File: src/design/dcf_pkg.sv
// shared types and constants for the duty to cycle fraction core
package dcf_pkg;

	localparam int ON_W     = 6;
	localparam int OFF_W    = 6;
	localparam int STATUS_W = 2;

	localparam logic [STATUS_W-1:0] STATUS_OK      = 2'd0;
	localparam logic [STATUS_W-1:0] STATUS_CLAMPED = 2'd1;
	localparam logic [STATUS_W-1:0] STATUS_NO_LOAD = 2'd2;

	typedef struct packed {
		logic                valid;
		logic [STATUS_W-1:0] status;
	} ctl_t;

endpackage

File: src/design/dcf_entry.sv
// entry stage: clamp, zero load flag and the terms for denominator one
module dcf_entry #(
	parameter int W  = 16,
	parameter int DW = 6
) (
	input  logic          clk,
	input  logic          arst_n,
	input  logic          adv,
	input  logic          valid,
	input  logic [W-1:0]  target_power,
	input  logic [W-1:0]  load_power,
	output dcf_pkg::ctl_t ctl_s1,
	output logic [W-1:0]  tgt_s1,
	output logic [W-1:0]  load_s1,
	output logic [W-1:0]  rem_s1,
	output logic [DW-1:0] quo_s1,
	output logic [W-1:0]  best_rem_s1,
	output logic [DW-1:0] best_d_s1,
	output logic [DW-1:0] best_quo_s1
);

	logic [W-1:0]                  tgt;
	logic                          full;
	logic [dcf_pkg::STATUS_W-1:0]  status;
	logic                          valid_s1;
	logic [dcf_pkg::STATUS_W-1:0]  status_s1;

	always_comb begin
		tgt    = target_power;
		status = dcf_pkg::STATUS_OK;
		if (load_power == '0) begin
			status = dcf_pkg::STATUS_NO_LOAD;
			tgt    = '0;
		end else if (target_power > load_power) begin
			status = dcf_pkg::STATUS_CLAMPED;
			tgt    = load_power;
		end
		full = (tgt == load_power);
	end

	always_ff @(posedge clk or negedge arst_n) begin
		if (!arst_n) begin
			valid_s1 <= 1'b0;
		end else if (adv) begin
			valid_s1 <= valid;
		end
	end

	always_ff @(posedge clk) begin
		if (adv) begin
			status_s1   <= status;
			tgt_s1      <= tgt;
			load_s1     <= load_power;
			rem_s1      <= full ? '0 : tgt;
			quo_s1      <= DW'(full);
			best_rem_s1 <= full ? '0 : tgt;
			best_d_s1   <= DW'(1);
			best_quo_s1 <= DW'(full);
		end
	end

	assign ctl_s1 = '{valid: valid_s1, status: status_s1};

endmodule

File: config.mk
export PLATFORM = sky130hd
export DESIGN_NAME = dcf_entry
export DESIGN_NICKNAME = d
export VERILOG_FILES = /design/src/design/dcf_pkg.sv /design/src/design/dcf_entry.sv
export SDC_FILE = /design/constraint.sdc
export NUM_CORES = 1
export LEC_CHECK = 0
export ABC_CLOCK_PERIOD_IN_PS = 850
export BUFFER_PORTS_ARGS = -buffer_cell sky130_fd_sc_hd__buf_2
export CORE_UTILIZATION = 24
export CTS_CLUSTER_SIZE = 28
export DETAILED_ROUTE_END_ITERATION = 6
export MAX_ROUTING_LAYER = met4
export PLACE_DENSITY = 0.51
export SYNTH_ARGS = -nofsm -noshare
export SYNTH_HDL_FRONTEND = slang
export SYNTH_SLANG_ARGS = --single-unit
File: constraint.sdc
create_clock -name clk -period 0.85 [get_ports clk]
set_input_delay 0.17 -clock clk [delete_from_list [all_inputs] [get_ports clk]]
set_output_delay 0.17 -clock clk [all_outputs]
set_load 0.02 [all_outputs]
## Word level (Yosys, flattened, before mapping)

Cells that the tools add are included.
Widths: inputs -> output; s select.

| cells by class | value |
|---|---|
| reduce and logical (&&, ||, !) cells | 1 |
| magnitude comparators | 1 |
| multiplexer cells | 3 |
| equal/unequal tests | 1 |

Operators with widths:

| operator | count |
|---|---|
| $mux 16 | 2 |
| $eq 16x16->1 | 1 |
| $gt 16x16->1 | 1 |
| $logic_not 16->1 | 1 |
| $mux 1 | 1 |

| storage, ports and cells | value |
|---|---|
| output and inout bits | 85 |
| register bits | 52 |

## Longest topological paths before layout

| logic depth | value |
|---|---|
| depth after elaboration | 4 |
| mapped depth | 10 |

## Worst setup path before layout

OpenSTA, ideal clock, no wires.

| timing | value |
|---|---|
| kind | input -> register |
| start point | input load_power[1] |
| end point | register best_rem_s1[10] (data pin) |
| path buffers | 1 |
| setup slack | -1.251 ns |
| arrival | 1.840 ns |
| cell stages on the path | 9 |
| path through | inv_1 -> ha_1 -> nor2b_1 -> o211ai_1 -> a2111o_1 -> o211a_2 -> nor2_1 -> buf_2 -> nor3_2 |

| on the way | value |
|---|---|
| cells in the longest elaborated chain, start to end | 4 |

RTL lines:

| what | line | source |
|---|---|---|
| start: declaration | dcf_entry.sv:11 | `input logic [W-1:0] load_power,` |
| $gt 16x16->1 | dcf_entry.sv:34 | `end else if (target_power > load_power) begin` |
| $mux 16 | dcf_entry.sv:34 |  |
| $mux 16 | dcf_entry.sv:31 | `if (load_power == '0) begin` |
| $eq 16x16->1 | dcf_entry.sv:38 | `full = (tgt == load_power);` |
| end signal: assignment | dcf_entry.sv:56 | `best_rem_s1 <= full ? '0 : tgt;` |
| end: declaration | dcf_entry.sv:17 | `output logic [W-1:0] best_rem_s1,` |

Parallel ways exist; a longest one is shown, timed or not.
A chain may end at the register's enable or synchronous reset.

## Worst setup path after layout

| timing | value |
|---|---|
| start point | input target_power[6] |
| end point | register best_rem_s1[0] (data pin) |

| on the way | value |
|---|---|
| cells in the longest elaborated chain, start to end | 4 |

RTL lines:

| what | line | source |
|---|---|---|
| start: declaration | dcf_entry.sv:10 | `input logic [W-1:0] target_power,` |
| $gt 16x16->1 | dcf_entry.sv:34 |  |
| $mux 16 (*) | dcf_entry.sv:34 |  |
| $mux 16 (*) | dcf_entry.sv:31 |  |
| $eq 16x16->1 | dcf_entry.sv:38 |  |

Mark *: on every way between the ends. The rest lies on a longest branch, timed or not.

==> impl_metrics.py <==
metrics = {
    "finish": {
        "fin_util_pct": 44.3,
        "areaGrowthSynthToFinish_pct": 78.7,
        "design_area_um2": 5350,
        "num_antenna_cells": 0,
        "fill_cells": 1115,
        "final-seq-area_um2": 1560,
        "nets": 487,
        "multi_input_area_um2": 1350,
        "final_cells": 604,
        "drive_gt1_share_pct": 64.4,
    },
    "yosys": {
        "async_flop_share_pct": 1.92,
        "yosysWarnings": 0,
        "syn_inst": 243,
        "synth_top_area_cell": "edfxtp_1",
        "ys_ff_latch": 52,
        "synth_area_um2": 2990,
        "yosys-top-cells-area": "edfxtp_1 51%, buf_4 8.5%, ha_1 6.7%",
        "synth_edf_count": 51,
        "ys_seq_area_share_pct": 52.0,
        "syn_area_per_cell_um2": 12.3,
        "synth_top_area_share_pct": 51.2,
        "ys.flop_type": "edfxtp_1",
        "synth_cell_types": 39,
    },
    "die": {
        "die_area_um2": 12900,
        "die_y_um": 114,
        "io_pins": 121,
        "num_rows": 40,
        "core-area_um2": 12100,
        "start_util_pct": 24.8,
        "fp.dieW_um": 114,
    },
    "routing": {
        "dr.first_iter.drc_count": 97,
        "drt_wl_total_mm": 8.89,
        "route.detailed.vias_per_inst": 4.09,
        "dr.pass1.iters": 4,
        "antenna_left": 0,
        "drc": 0,
        "vias": 2468,
        "wire_per_inst_um": 14.7,
    },
    "timing": {
        "period_needed_ns": 1.81,
        "worst_slack_ns": -0.957,
        "setup_tns_ns": -43.95,
        "setup_viol": 104,
        "slew_violations": 0,
        "fin_crit_sh_pct": 213,
        "final-hold-violation-count": 0,
        "rsz0062_at_grt": "yes",
        "fin_skew_ns": 0,
        "holdWs_ns": 0.0744,
        "clock.fmax_ghz": 0.553,
    },
    "power": {
        "ir_drop_mv": 0.815,
        "power.leakage_nw": 2.40,
        "p_per_area_nw_per_um2": 1540,
        "finalPower_mw": 8.24,
    },
    "global_route": {
        "grt_pass1_vias": 2492,
        "grt_pass1_wl_mm": 13.4,
        "grt_start_max_net_pins": 17,
        "grtUsageTotal_pct": 14.4,
        "antenna_found_initial": 0,
        "grt-ovfl-total": 0,
    },
    "placement": {
        "dp.cells": 580,
        "post-place-ws_ns": -1.44,
        "gp_congestion": 0.825,
        "placed_area_um2": 4230,
        "hpwl_mm": 6.74,
        "port_buffers": 104,
    },
    "worst_hold_path": {
        "holdCritPathClass": "in -> reg",
    },
    "clock_network": {
        "clk_pin_slew_worst_paths_ns": 0.07,
        "htree_levels": 2,
        "numCtsBuffers": 5,
        "clk_latency_ns": 0.29,
        "cts.sinks": 52,
        "cts_buffer_depth": 2,
        "cts_root_buffer": "clkbuf_16",
        "tritoncts": "built",
    },
    "setup_path": {
        "worstPathArrival_ns": 1.86,
        "critical_path_buf_inv_count": 4,
        "required_ns": 0.90,
        "cpMaxStageDelayCell": "a222oi_1",
        "cp_top_family": "simple AND/OR/NAND/NOR gates",
        "critPathMaxFanout": 6,
        "crit_type": "in -> reg",
        "cp_common_cell": "buf_6",
        "crit_path_end_kind": "flop",
        "max_stage_delay_ns": 0.41,
        "crit_chain": "buf_2 -> buf_4 -> a222oi_1 -> and4bb_2 -> o22ai_4 -> nor4_4 -> buf_6 -> buf_6 -> nor3_1",
        "start_kind": "input pin",
    },
    "run": {
        "drv_cap": 0,
    },
    "outcome": {
        "violations": "negative setup slack",
        "status": "complete, but fails checks",
    },
}
-- Yosys cell counts, drive strengths merged, types with 5 or more instances --
cell type	instances
edfxtp	51
buf	38
inv	30
ha	16
nand2	16
mux2i	13
nor3	12
o21ai	8
nor4	7
a21oi	6
o22ai	6
nand4	5
-- report_power, final --
group | internal (mW) | switching, mW
Sequential | 3.12 | 0.155
Combinational | 1.35 | 1.28
Clock | 1.39 | 0.944
-- flip-flops by register name, summed over array words and instances, names as in the netlist --
register and cells:
best_rem_s1 16, load_s1 16, best_quo_s1 1, status_s1 2, valid_s1 1, tgt_s1 16
-- logic make-up (layout without fill, tap and decap cells) --
family	Yosys count	after routing	share of synthesized area [%]
compound gates	28	28	6.23
xor+xnor	5	5	1.46
fa+ha+maj	16	16	6.69
buf+inv	69	248	13.7
flops	52	52	52.0
mux	14	14	4.72
other cells	2	16	0.251
simple gates	57	57	14.9
-- layer usage --
metal  wire [µm]  global-route usage, %  up-vias  share of wire (%)
li1            -                      -     1208                  -
met1        4030                   18.3     1162                 45
met2        4380                   23.4       91                 49
met3         365                   2.39        7                4.1
met4         114                   4.47        0                1.3
met5           0                      -        -                  0
-- path summary, 6_finish.rpt --
path                            startpoint             end  slack, ns  cells after the start
setup / recovery           target_power[6]  best_rem_s1[0]      -0.96                      9
min in group asynchronous           arst_n        valid_s1       0.18                      2
hold / removal               load_power[9]      load_s1[9]       0.07                      1
hold reg to reg                   valid_s1        valid_s1       0.53                      1
max in group asynchronous           arst_n        valid_s1       0.58                      2
setup reg to reg                  valid_s1        valid_s1       0.09                      1
-- placed cells by master (no fill, tap or decap), types with 2 or more instances in the layout --
master     count
edfxtp_1      51
buf_6         81
ha_1           5
nand2_1       16
o21ai_1        4
buf_8          7
nor2_2         2
nor3b_2        3
inv_2          7
nor4_4         6
conb_1        16
a21oi_2        2
buf_12         4
a222oi_1       2
xor2_2         2
clkbuf_16      6
buf_4         88
inv_4          4
nand4_1        4
nand3_1        2
and2_4         3
nor3_1         2
xor2_1         2
a21oi_1        4
o22ai_4        2
buf_2         28
nor3_2         9
inv_1         18
o22ai_1        4
ha_4          11
o21ai_2        3
mux2i_1       13
-- timing repair --
action,4_1_cts,5_1_grt
setup endpoints to repair,104,104
resized for setup,119,106
setup buffers,10,4
hold buffers,1,0
pin swaps,22,7
endpoints found under the hold margin,1,0
gates cloned,1,1
-- layout make-up --
type	instances	area share [%]
clock buffers	5	2.34
flip-flops and latches	52	29.1
multi-input cells	136	25.2
clock inverters	3	0.796
repair buffers	210	36.1
inverters	30	2.53
well taps	168	3.93
Note: power is estimated with default switching activity, not from simulation.
