<file path="src/design/dcf_pkg.sv">
// shared types and constants for the duty to cycle fraction core
package dcf_pkg;

	localparam int ON_W     = 6;
	localparam int OFF_W    = 6;
	localparam int STATUS_W = 2;

	localparam logic [STATUS_W-1:0] STATUS_OK      = 2'd0;
	localparam logic [STATUS_W-1:0] STATUS_CLAMPED = 2'd1;
	localparam logic [STATUS_W-1:0] STATUS_NO_LOAD = 2'd2;

	typedef struct packed {
		logic                valid;
		logic [STATUS_W-1:0] status;
	} ctl_t;

endpackage

</file>
<file path="src/design/dcf_cell.sv">
// one denominator cell: steps the remainder and quotient, keeps the best so far
module dcf_cell #(
	parameter int W  = 16,
	parameter int DW = 6,
	parameter int D  = 2
) (
	input  logic          clk,
	input  logic          arst_n,
	input  logic          adv,
	input  dcf_pkg::ctl_t ctl,
	input  logic [W-1:0]  tgt,
	input  logic [W-1:0]  load,
	input  logic [W-1:0]  rem,
	input  logic [DW-1:0] quo,
	input  logic [W-1:0]  best_rem,
	input  logic [DW-1:0] best_d,
	input  logic [DW-1:0] best_quo,
	output dcf_pkg::ctl_t ctl_s1,
	output logic [W-1:0]  tgt_s1,
	output logic [W-1:0]  load_s1,
	output logic [W-1:0]  rem_s1,
	output logic [DW-1:0] quo_s1,
	output logic [W-1:0]  best_rem_s1,
	output logic [DW-1:0] best_d_s1,
	output logic [DW-1:0] best_quo_s1
);

	localparam logic [DW-1:0] DEN = DW'(D);

	logic [W:0]    sum;
	logic          wrap;
	logic [W-1:0]  nrem;
	logic [DW-1:0] nquo;
	logic          better;
	logic          valid_s1;
	logic [dcf_pkg::STATUS_W-1:0] status_s1;

	always_comb begin
		sum    = {1'b0, rem} + {1'b0, tgt};
		wrap   = (sum >= {1'b0, load});
		nrem   = wrap ? W'(sum - {1'b0, load}) : sum[W-1:0];
		nquo   = quo + DW'(wrap);
		better = (nrem < best_rem);
	end

	always_ff @(posedge clk or negedge arst_n) begin
		if (!arst_n) begin
			valid_s1 <= 1'b0;
		end else if (adv) begin
			valid_s1 <= ctl.valid;
		end
	end

	always_ff @(posedge clk) begin
		if (adv) begin
			status_s1   <= ctl.status;
			tgt_s1      <= tgt;
			load_s1     <= load;
			rem_s1      <= nrem;
			quo_s1      <= nquo;
			best_rem_s1 <= better ? nrem : best_rem;
			best_d_s1   <= better ? DEN : best_d;
			best_quo_s1 <= better ? nquo : best_quo;
		end
	end

	assign ctl_s1 = '{valid: valid_s1, status: status_s1};

endmodule
</file>
<file path="config.mk">
export PLATFORM = sky130hd
export DESIGN_NAME = dcf_cell
export DESIGN_NICKNAME = d
export VERILOG_FILES = /design/src/design/dcf_pkg.sv /design/src/design/dcf_cell.sv
export SDC_FILE = /design/constraint.sdc
export NUM_CORES = 1
export LEC_CHECK = 0
export ABC_AREA = 1
export BUFFER_PORTS_ARGS = -buffer_cell sky130_fd_sc_hd__buf_2
export CORE_ASPECT_RATIO = 1.2
export CORE_MARGIN = 2
export CORE_UTILIZATION = 55
export DETAILED_ROUTE_END_ITERATION = 10
export PLACE_DENSITY = 0.9
export SETUP_SLACK_MARGIN = 0.3
export SLEW_MARGIN = 20
export SYNTH_ARGS = -nofsm -noshare
export SYNTH_HDL_FRONTEND = slang
export SYNTH_SLANG_ARGS = --single-unit
export TNS_END_PERCENT = 100
</file>
<file path="constraint.sdc">
create_clock -name clk -period 1.2 [get_ports clk]
set_input_delay 0.12 -clock clk [delete_from_list [all_inputs] [get_ports clk]]
set_output_delay 0.12 -clock clk [all_outputs]
set_load 0.005 [all_outputs]
</file>
==> impl_metrics.env, run 1 <==
export IMPL_htree_num_levels=3
export IMPL_row_count=38
export IMPL_grt_max_degree=33
export IMPL_synth_avg_cell_area_um2=9.785
export IMPL_start_util_pct=56.29
export IMPL_synthTopCellsByArea="edfxtp_1 (50%), ha_1 (12%), nand2_1 (9.1%)"
export IMPL_synthCells=517
export IMPL_synth_seq_cells=85
export IMPL_run_status="aborted with a tool error"
export IMPL_cts_buffers=9
export IMPL_synth_seq_area_share_pct=50.36
export IMPL_dpl_hpwl_um=11280
export IMPL_synthMostInstantiatedCell="nand2_1"
export IMPL_cts_sinks=85
export IMPL_io_buffers=172
export IMPL_yosysWarnings=0
export IMPL_netlist_area_um2=5059
export IMPL_ios=173
export IMPL_synth_top_cell_area_share_pct=49.86
export IMPL_root_buffer="clkbuf_8"
export IMPL_cts_buffer_depth=2
export IMPL_synth_ff_type="edfxtp_1"
export IMPL_dpl_cell_area_um2=7057
export IMPL_firstError="[ERROR DPL-0038] Utilization greater than 100%, impossible to legalize"
export IMPL_synth_top_cell_by_area="edfxtp_1"
export IMPL_dp_slack_ns=-3.783
export IMPL_die_x_um=91.55
export IMPL_synth_edff_count=84
export IMPL_ys_types=36
export IMPL_gp_congestion=0.8617
export IMPL_synthArstFlopShare_pct=1.176
export IMPL_syn_num_nets=656
export IMPL_synth_common_cells="nand2_1 (122), edfxtp_1 (84), inv_1 (66)"
export IMPL_stop_stage="global routing (5_1_grt)"
export IMPL_die_h_um=109.1
[cells by family after synthesis]
logic type | share of synthesized area [%]
compound gates | 8.582
flops | 50.36
mux | 0.2226
xor+xnor | 5.021
fa+ha+maj | 12.91
simple gates | 16.72
buf+inv | 6.183
[through the flow]
stage                     cells  utilization [%]
after CTS                  1007            93.39
after detailed placement    924            78.53
after global placement      924            78.53
after floorplan             517                -
[what timing repair did]
item	in CTS
pin swaps	58
hold buffers	34
endpoints found under the hold margin	34
setup buffers	28
setup endpoints to repair	135
cloned	5
resized for setup	116
==> inputs of run 2 (changes only) <==
- CORE_ASPECT_RATIO: 1.2 -> not set
- CORE_UTILIZATION: 55 -> 40
- PLACE_DENSITY: 0.9 -> not set
- PLACE_DENSITY_LB_ADDON: not set -> 0.15
- SETUP_SLACK_MARGIN: 0.3 -> not set
==> run 2 against run 1 <==
Compared with the run above:
- synthesized cell count stayed put
- synthesized area stayed put
- the flow now finishes, with violations (negative setup slack)
==> impl_metrics.env, run 2 <==
export IMPL_finalHoldViolations=0
export IMPL_synth_compound_area_share_pct=8.583
export IMPL_synthTopCellsByArea="edfxtp_1 (50%), ha_1 (12%), nand2_1 (9.1%)"
export IMPL_critical_path_max_stage_delay_ns=0.37
export IMPL_dpl_hpwl_um=10270
export IMPL_crit_path_start_kind="primary input"
export IMPL_p_leak_nw=4.178
export IMPL_min_period_over_period_pct=349.0
export IMPL_fill_cells=1006
export IMPL_path_clk_slew_ns=0.06
export IMPL_cts_buffer_depth=2
export IMPL_core_area_um2=12470
export IMPL_area_growth_syn_to_layout_pct=70.59
export IMPL_ir_drop_v=0.0007327
export IMPL_setup_viol=50
export IMPL_synth_ff_type="edfxtp_1"
export IMPL_cp_end_kind="flip-flop"
export IMPL_wl_per_cell_um=13.47
export IMPL_max_freq_mhz=238.8
export IMPL_io_buffers=172
export IMPL_syn_num_nets=656
export IMPL_power_density_nw_per_um2=1850
export IMPL_synthCells=517
export IMPL_synth_avg_cell_area_um2=9.785
export IMPL_grt_ovfl_total=0
export IMPL_cts_sinks=85
export IMPL_worst_slew_pin_slew_ns=0.2897
export IMPL_final_common_cell="buf_2"
export IMPL_finalNetCount=1017
export IMPL_start_util_pct=40.58
export IMPL_cts_tree="done"
export IMPL_synth_edff_count=84
export IMPL_ios=173
export IMPL_ant_nets=0
export IMPL_netlist_area_um2=5059
export IMPL_final_cell_mix="buf_2 (168), buf_4 (130), nand2_1 (109)"
export IMPL_design_area_um2=8630
export IMPL_worstPathMaxFanout=7
export IMPL_synthMuxAreaShare_pct=0.2226
export IMPL_grt_max_degree=32
export IMPL_antenna_found_initial=0
export IMPL_vias=4847
export IMPL_firstDrtPassIters=6
export IMPL_row_count=41
export IMPL_synthSimpleGateAreaFrac_pct=16.72
export IMPL_violations="negative setup slack"
export IMPL_cts_buffers=9
export IMPL_crit_type="primary input to flip-flop"
export IMPL_wirelength_um=14210
export IMPL_route_detailed_drc=0
export IMPL_dp_slack_ns=-3.692
export IMPL_root_buffer="clkbuf_16"
export IMPL_fin_util_pct=69.23
export IMPL_grt_first_pass_wirelength_um=21870
export IMPL_synth_fa_ha_area_share_pct=12.91
export IMPL_die_h_um=116.5
export IMPL_crit_top_cell="nand2_2"
export IMPL_synth_top_cell_area_share_pct=49.86
export IMPL_min_path_type="primary input to flip-flop"
export IMPL_finalPower_mw=15.96
export IMPL_dieArea_um2=13560
export IMPL_required_ns=1.42
export IMPL_synthXorXnorAreaFrac_pct=5.021
export IMPL_grt_pass1_vias=4834
export IMPL_diodes=0
export IMPL_drive_above_1_share_pct=49.72
export IMPL_relSlewSlack_pct=80.57
export IMPL_synth_top_cell_by_area="edfxtp_1"
export IMPL_drv_slew=0
export IMPL_whs_ns=0.01333
export IMPL_clock_latency_ns=0.35
export IMPL_setup_ws_ns=-2.988
export IMPL_htree_num_levels=3
export IMPL_gp_congestion=0.8134
export IMPL_synth_seq_cells=85
export IMPL_dpl_cell_area_um2=7077
export IMPL_run_status="complete, but fails checks"
export IMPL_synthMostInstantiatedCell="nand2_1"
export IMPL_track_usage_pct=20.89
export IMPL_fin_crit_ns=4.188
export IMPL_synth_seq_area_share_pct=50.36
export IMPL_synthArstFlopShare_pct=1.176
export IMPL_synth_top_family_by_area="simple AND/OR/NAND/NOR gates"
export IMPL_die_x_um=116.5
export IMPL_worst_endpoint_arrival_ns=4.41
export IMPL_synth_common_cells="nand2_1 (122), edfxtp_1 (84), inv_1 (66)"
export IMPL_clock_skew_ns=0
export IMPL_vias_per_cell=4.594
export IMPL_slowest_stage="fa_2"
export IMPL_drtIter0Drc=172
export IMPL_yosysWarnings=0
export IMPL_rsz0062_at_grt="true"
export IMPL_ys_types=36
export IMPL_maxCapViolations=0
==> run 2: cell counts after synthesis <==
Identical to the previous run, type by type.
==> run 2: layout make-up <==
cell class | count | area (um^2) | area share, %
inverter | 67 | 256.5 | 2.972
clock buffer | 11 | 232.7 | 2.697
clock inverter | 5 | 85.08 | 0.9859
sequential | 85 | 2547 | 29.52
timing repair inverter | 1 | 7.507 | 0.08699
multi-input combinational | 356 | 2721 | 31.54
timing repair buffer | 358 | 2564 | 29.71
tap | 172 | 215.2 | 2.494
==> run 2: timing repair <==
item,CTS,global route
endpoints found under the hold margin,32,0
pin swaps,33,19
gates resized for setup,106,30
hold buffers,32,0
buffers inserted,28,5
cloned,3,1
endpoints found under the setup margin,50,50
==> run 2: final timing paths <==
kind | startpoint | to | slack, ns | cells past startpoint
max | tgt[0] | best_rem_s1[11] | -2.99 | 31
min | tgt[1] | tgt_s1[1] | 0.01 | 1
max reg2reg | valid_s1 | valid_s1 | 0.47 | 1
min reg2reg | valid_s1 | valid_s1 | 0.50 | 1
max in group asynchronous | arst_n | valid_s1 | 1.05 | 2
min in group asynchronous | arst_n | valid_s1 | 0.07 | 2
==> run 2: logic make-up after synthesis <==
logic type,Yosys count
adders and majority gates,51
AOI/OAI and AO/OA,76
DFF,85
buffers and inverters,76
and+or+nand+nor,199
xor gates and xnor gates,29
muxes,1
==> run 2: per-stage QoR <==
| step | TNS [ns] | instances |
|---|---|---|
| final | -125.27 | 1055 |
| after floorplan | -132.25 | 517 |
| after detailed placement | -154.86 | 970 |
| after global placement | -152.24 | 970 |
| after global routing | -136.15 | 1055 |
| after CTS | -126.61 | 1049 |
==> run 2: power breakdown <==
group	internal [mW]	switching, mW
sequential	4.28	0.168
clock	1.84	1.18
combinational	4.54	3.96
total	10.7	5.31
==> run 2: critical path: cells and delay by family <==
kind	cells	cell delay, ns
fa+ha+maj	4	1.09
compound gates	6	1.06
buf+inv	6	0.80
xor+xnor	1	0.18
simple gates	14	1.15
==> run 2: metal layers <==
layer  global-route usage [%]  part of all wire, %  vias up
met5                        0                    0        -
met3                    4.515                  6.2       21
met4                    7.302                  1.8        0
met2                    36.86                   50      138
met1                    25.24                   42     2195
li1                         -                    -     2493
Power figures use the tool's default switching activity.
==> inputs of run 3 (changes only) <==
--- a/config.mk
+++ b/config.mk
@@ -9,5 +9,5 @@
 export BUFFER_PORTS_ARGS = -buffer_cell sky130_fd_sc_hd__buf_2
 export CORE_MARGIN = 2
-export CORE_UTILIZATION = 40
+export CORE_UTILIZATION = 55
 export DETAILED_ROUTE_END_ITERATION = 10
 export PLACE_DENSITY_LB_ADDON = 0.15
==> constraint.sdc (replaced) <==
create_clock -name clk -period 1.2 [get_ports clk]
set_input_delay 0.36 -clock clk [delete_from_list [all_inputs] [get_ports clk]]
set_output_delay 0.36 -clock clk [all_outputs]
set_load 0.005 [all_outputs]
==> run 3 against run 2 <==
Compared with the run above:
- the run still ends with negative setup slack left
- combinational power increased by 18%
- fmax decreased by 20%
- critical path depth decreased by 2
- clock power decreased by 26%
- register-to-register slack got worse by 0.13 ns
- routed wire length increased by 70%
- sequential power increased by 3%
- non-clock buffer count decreased by 25
- clock skew unchanged
- cell area decreased by 4.1%
- via count increased by 27%
- count of clock-buffer cells in the layout decreased by 1
- critical endpoint is now best_rem_s1[1]
==> impl_metrics.env, run 3 (synthesized netlist as in run 2, its figures left out) <==
export IMPL_ios=173
export IMPL_grt_use_met2_pct=61.75
export IMPL_ant_nets=0
export IMPL_worst_endpoint_arrival_ns=5.45
export IMPL_fill_cells=263
export IMPL_cts_buffer_depth=2
export IMPL_core_area_um2=8806
export IMPL_power_frac_comb_pct=59.5
export IMPL_worstPathMaxFanout=11
export IMPL_seq_area_um2=2547
export IMPL_drive_above_1_share_pct=52.39
export IMPL_die_x_um=99.91
export IMPL_track_usage_pct=34.15
export IMPL_rsz0062_at_grt="true"
export IMPL_min_delay_start="ctl[0]"
export IMPL_antenna_found_initial=4
export IMPL_path_clk_slew_ns=0.09
export IMPL_crit_type="primary input to flip-flop"
export IMPL_crit_top_cell="nand2_1"
export IMPL_final_common_cell="buf_2"
export IMPL_die_h_um=99.91
export IMPL_path_delay_family="simple AND/OR/NAND/NOR gates"
export IMPL_finalPower_mw=16.84
export IMPL_dpl_hpwl_um=10290
export IMPL_whs_path_depth=1
export IMPL_setup_viol=135
export IMPL_worst_slew_pin_slew_ns=0.3955
export IMPL_required_ns=1.44
export IMPL_p_sw_mw=7.010
export IMPL_run_status="complete, but fails checks"
export IMPL_min_path_type="primary input to flip-flop"
export IMPL_drtIter0Drc=733
export IMPL_cp_num_buf_inv=8
export IMPL_p_sw_share_pct=41.63
export IMPL_start_util_pct=57.45
export IMPL_multi_input_area_um2=2841
export IMPL_maxCapViolations=0
export IMPL_gp_congestion=0.8540
export IMPL_crit_path_start_kind="primary input"
export IMPL_intPower_mw=9.829
export IMPL_io_buffers=172
export IMPL_p_leak_nw=4.036
export IMPL_violations="negative setup slack"
export IMPL_critical_path_max_stage_delay_ns=0.38
export IMPL_clock_latency_ns=0.38
export IMPL_max_freq_mhz=192.0
export IMPL_cts_tree="done"
export IMPL_cts_buffers=9
export IMPL_min_period_over_period_pct=434.1
export IMPL_clock_skew_ns=0
export IMPL_row_count=34
export IMPL_vias_per_cell=6.358
export IMPL_area_growth_syn_to_layout_pct=63.54
export IMPL_grt_max_degree=33
export IMPL_grt_first_pass_wirelength_um=26480
export IMPL_reg2reg_depth=2
export IMPL_relSlewSlack_pct=73.45
export IMPL_busiest_layer="met2"
export IMPL_clkPwrFrac_pct=13.3
export IMPL_route_detailed_drc=0
export IMPL_dp_slack_ns=-3.909
export IMPL_ir_drop_v=0.001072
export IMPL_finalNetCount=993
export IMPL_vias=6161
export IMPL_holdPathEnd="status_s1[0]"
export IMPL_sequentialPowerShare_pct=27.2
export IMPL_finalHoldViolations=0
export IMPL_rr_startpoint="valid_s1"
export IMPL_wl_per_cell_um=24.91
export IMPL_setup_ws_ns=-4.010
export IMPL_grt_ovfl_total=0
export IMPL_slowest_stage="a2111oi_4"
export IMPL_power_density_nw_per_um2=2035
export IMPL_fin_crit_ns=5.210
export IMPL_grt_util_met3_pct=7.173
export IMPL_cp_end_kind="flip-flop"
export IMPL_final_cell_mix="buf_2 (169), buf_4 (127), nand2_1 (103)"
export IMPL_drv_slew=0
export IMPL_grt_pass1_vias=5687
export IMPL_rrSetupSlack_ns=0.34
export IMPL_root_buffer="clkbuf_8"
export IMPL_wirelength_um=24140
export IMPL_cts_sinks=85
export IMPL_firstDrtPassIters=6
export IMPL_r2r_end="valid_s1"
export IMPL_dieArea_um2=9981
export IMPL_grt_util_met1_pct=36.13
export IMPL_htree_num_levels=3
-- run 3: worst max path at each step --
stage                     depth (start not counted)              end  slack, ns  startpoint
after floorplan                                  32  best_rem_s1[10]      -3.53      tgt[0]
after CTS                                        32   best_rem_s1[3]      -3.14      tgt[0]
after global placement                           30     best_d_s1[0]      -3.69      tgt[2]
after global routing                             33   best_rem_s1[7]      -4.14      tgt[0]
final                                            29   best_rem_s1[1]      -4.01      tgt[2]
after detailed placement                         28     best_d_s1[5]      -3.91      tgt[2]
-- run 3: power by group through the flow --
stage	sequential (mW)	combinational (mW)	clock, mW
floorplan	4.62	3.26	0
finish	4.57	10.0	2.24
global placement	4.49	5.94	0
CTS	4.44	8.09	2.10
global route	4.60	10.3	2.28
detailed placement	4.50	6.18	0
-- run 3: layout make-up --
cell class	count	area share, %
antenna	2	0.06050
clock buffer	10	1.543
clock inverter	6	0.8469
inverter	67	3.100
multi-input combinational	357	34.35
sequential	85	30.79
tap	108	1.633
timing repair buffer	333	27.48
timing repair inverter	1	0.1966
-- run 3: layer usage --
layer / up-vias / share of wire, %
met5: - / 0.066
li1: 2432 / -
met2: 669 / 47
met1: 2817 / 30
met4: 2 / 11
met3: 241 / 12
-- run 3: stage by stage --
| stage | area (um^2) | cells | utilization, % | hold slack [ns] | TNS, ns |
|---|---|---|---|---|---|
| 2_1_floorplan | 5170 | 517 | - | 0.06441 | -144.25 |
| 3_3_place_gp | 6992 | 907 | 79.40 | 0.1343 | -156.80 |
| 3_5_place_dp | 6992 | 907 | 79.40 | 0.1392 | -164.69 |
| 4_1_cts | 7893 | 956 | 89.63 | 0.1597 | -136.54 |
| 5_1_grt | 8270 | 968 | 93.92 | 0.1572 | -183.09 |
| 6_report | 8273 | 969 | 93.95 | 0.1578 | -176.27 |
-- run 3: timing repair --
action                                 in CTS  in global routing
gates cloned                                5                  0
endpoints found under the hold margin       1                  0
setup endpoints to repair                 135                135
gates resized for setup                    93                 75
hold buffers                                1                  0
pin swaps                                  28                 32
buffers inserted                           34                 16
-- run 3: worst reg2reg max path, cell delays in order, from the launching register on --
cell,delay [ns]
dfrtp_1,0.38
buf_4,0.13
mux2_2,0.25
==> inputs of run 4 (changes only) <==
- ABC_AREA: 1 -> 0
- CORE_MARGIN: 2 -> 8
==> run 4 against run 3 <==
Compared with the run above:
- the flow still finishes with violations (negative setup slack)
- fmax shrank 9.4%
- critical path depth is the same
- clock power shrank 12%
- combinational power shrank 10%
- synthesized area grew 1.5%
- cell area shrank 1.9%
- count of clock-buffer cells in the layout shrank 1
- critical path type unchanged
- largest cell class unchanged
- highest routed layer is now met4
==> impl_metrics.env, run 4 <==
export IMPL_run_status="complete, but fails checks"
export IMPL_violations="negative setup slack"
export IMPL_synth_common_cells="edfxtp_1 (84), ha_1 (49), inv_1 (42)"
export IMPL_worst_endpoint_arrival_ns=5.86
export IMPL_synth_seq_cells=85
export IMPL_synth_ff_type="edfxtp_1"
export IMPL_synthTopCellsByArea="edfxtp_1 (49%), ha_1 (12%), mux2_4 (6.1%)"
export IMPL_antenna_found_initial=0
export IMPL_rr_startpoint="valid_s1"
export IMPL_ys_types=54
export IMPL_vias_per_cell=5.353
export IMPL_drive_above_1_share_pct=59.87
export IMPL_row_count=35
export IMPL_synth_top_cell_by_area="edfxtp_1"
export IMPL_area_growth_syn_to_layout_pct=58.09
export IMPL_clock_skew_ns=0
export IMPL_cts_sinks=85
export IMPL_crit_path_start_kind="primary input"
export IMPL_firstDrtPassIters=4
export IMPL_setup_ws_ns=-4.548
export IMPL_max_freq_mhz=174.0
export IMPL_netlist_area_um2=5135
export IMPL_cts_tree="done"
export IMPL_cts_buffers=9
export IMPL_grt_first_pass_wirelength_um=24410
export IMPL_grt_max_degree=29
export IMPL_synth_seq_area_share_pct=49.61
export IMPL_wl_per_cell_um=18.98
export IMPL_ant_nets=0
export IMPL_critical_path_max_stage_delay_ns=0.37
export IMPL_synthArstFlopShare_pct=1.176
export IMPL_ios=173
export IMPL_yosysWarnings=0
export IMPL_fin_util_pct=88.69
export IMPL_fin_crit_ns=5.748
export IMPL_intPower_mw=10.18
export IMPL_die_x_um=112.6
export IMPL_final_common_cell="buf_2"
export IMPL_die_h_um=112.6
export IMPL_finalSetupTns_ns=-189.42
export IMPL_worst_slew_pin_slew_ns=0.4871
export IMPL_gp_congestion=0.8505
export IMPL_synth_top_cell_area_share_pct=49.12
export IMPL_drv_slew=0
export IMPL_core_area_um2=9153
export IMPL_crit_start="tgt[0]"
export IMPL_grt_pass1_vias=4967
export IMPL_ir_drop_v=0.0009238
export IMPL_route_detailed_drc=0
export IMPL_grt_ovfl_total=0
export IMPL_clkPwrFrac_pct=12.9
export IMPL_maxCapViolations=0
export IMPL_syn_num_nets=538
export IMPL_p_sw_share_pct=33.64
export IMPL_power_frac_comb_pct=58.4
export IMPL_p_sw_mw=5.161
export IMPL_worstPathMaxFanout=9
export IMPL_slowest_stage="fa_2"
export IMPL_finalHoldViolations=0
export IMPL_cp_end_kind="flip-flop"
export IMPL_synthMostInstantiatedCell="edfxtp_1"
export IMPL_path_clk_slew_ns=0.09
export IMPL_io_buffers=172
export IMPL_synth_avg_cell_area_um2=12.87
export IMPL_min_delay_start="ctl[0]"
export IMPL_crit_type="primary input to flip-flop"
export IMPL_synth_edff_count=84
export IMPL_htree_num_levels=3
export IMPL_setup_viol=135
export IMPL_track_usage_pct=24.09
export IMPL_vias=4582
export IMPL_p_leak_nw=3.891
export IMPL_required_ns=1.31
export IMPL_start_util_pct=56.10
export IMPL_dpl_hpwl_um=11460
export IMPL_drtIter0Drc=182
export IMPL_rsz0062_at_grt="true"
export IMPL_cts_buffer_depth=2
export IMPL_cp_num_buf_inv=4
export IMPL_sequentialPowerShare_pct=28.7
export IMPL_final_cell_mix="buf_2 (169), buf_4 (128), edfxtp_1 (84)"
export IMPL_min_period_over_period_pct=479.0
export IMPL_dieArea_um2=12680
export IMPL_synthCells=399
export IMPL_path_delay_family="compound AO/OA/AOI/OAI gates"
export IMPL_wirelength_um=16250
export IMPL_diodes=0
export IMPL_min_path_type="primary input to flip-flop"
export IMPL_relSlewSlack_pct=67.11
export IMPL_finalNetCount=879
export IMPL_power_density_nw_per_um2=1890
export IMPL_root_buffer="clkbuf_8"
export IMPL_clock_latency_ns=0.36
run 4: layer usage:
layer  vias to the layer above  global-route usage, %  share of wire (%)
met4                         0                  8.903                2.4
met1                      2198                  25.95                 39
met2                       169                  44.61                 53
met3                        29                  5.690                5.9
met5                         -                      0                  0
li1                       2186                      -                  -
run 4: path summary, 6_finish.rpt:
| kind | end | slack [ns] | cells after the start |
|---|---|---|---|
| worst min register to register | valid_s1 | 0.51 | 1 |
| worst max-delay path | best_rem_s1[10] | -4.55 | 29 |
| worst max register to register | valid_s1 | 0.47 | 1 |
| max in group asynchronous | valid_s1 | 0.80 | 2 |
| worst min-delay path | status_s1[0] | 0.17 | 1 |
| min in group asynchronous | valid_s1 | 0.32 | 2 |
run 4: power groups by stage:
stage,combinational (mW),sequential [mW],clock [mW]
finish,8.96,4.41,1.98
global route,9.53,4.47,2.10
CTS,8.25,4.39,2.00
detailed placement,6.89,4.46,0
global placement,6.68,4.43,0
floorplan,3.88,4.57,0
run 4: area by class of cell:
cell class | count | area (um^2)
multi-input combinational | 267 | 2821
sequential | 85 | 2547
timing repair buffer | 335 | 2272
fill | 419 | 1035
inverter | 42 | 157.7
tap | 111 | 138.9
clock buffer | 9 | 123.9
clock inverter | 7 | 56.30
run 4: cell families after synthesis:
family	after synthesis	share of synthesized area, %
compound gates	82	11.89
xor+xnor	29	4.947
fa+ha+maj	51	12.72
buf+inv	48	4.167
flops	85	49.61
mux	39	10.04
simple gates	65	6.628
run 4: metrics by stage:
stage                     cell area, um^2  total power [mW]  setup WS, ns  hold WS, ns  cells
after floorplan                      5200             8.446        -4.543      0.06441    399
after global placement               7114             11.12        -4.895       0.1342    801
after detailed placement             7114             11.35        -5.052       0.1358    801
after CTS                            7878             14.64        -4.375       0.1488    846
after global routing                 8118             16.09        -4.745       0.1575    856
final                                8118             15.34        -4.548       0.1704    856
run 4: what timing repair did:
item,in CTS,in global routing
resized for setup,68,39
buffers inserted,26,16
hold buffers,1,0
pin swaps,26,16
endpoints found under the setup margin,135,135
endpoints found under the hold margin,1,0
cloned,2,0
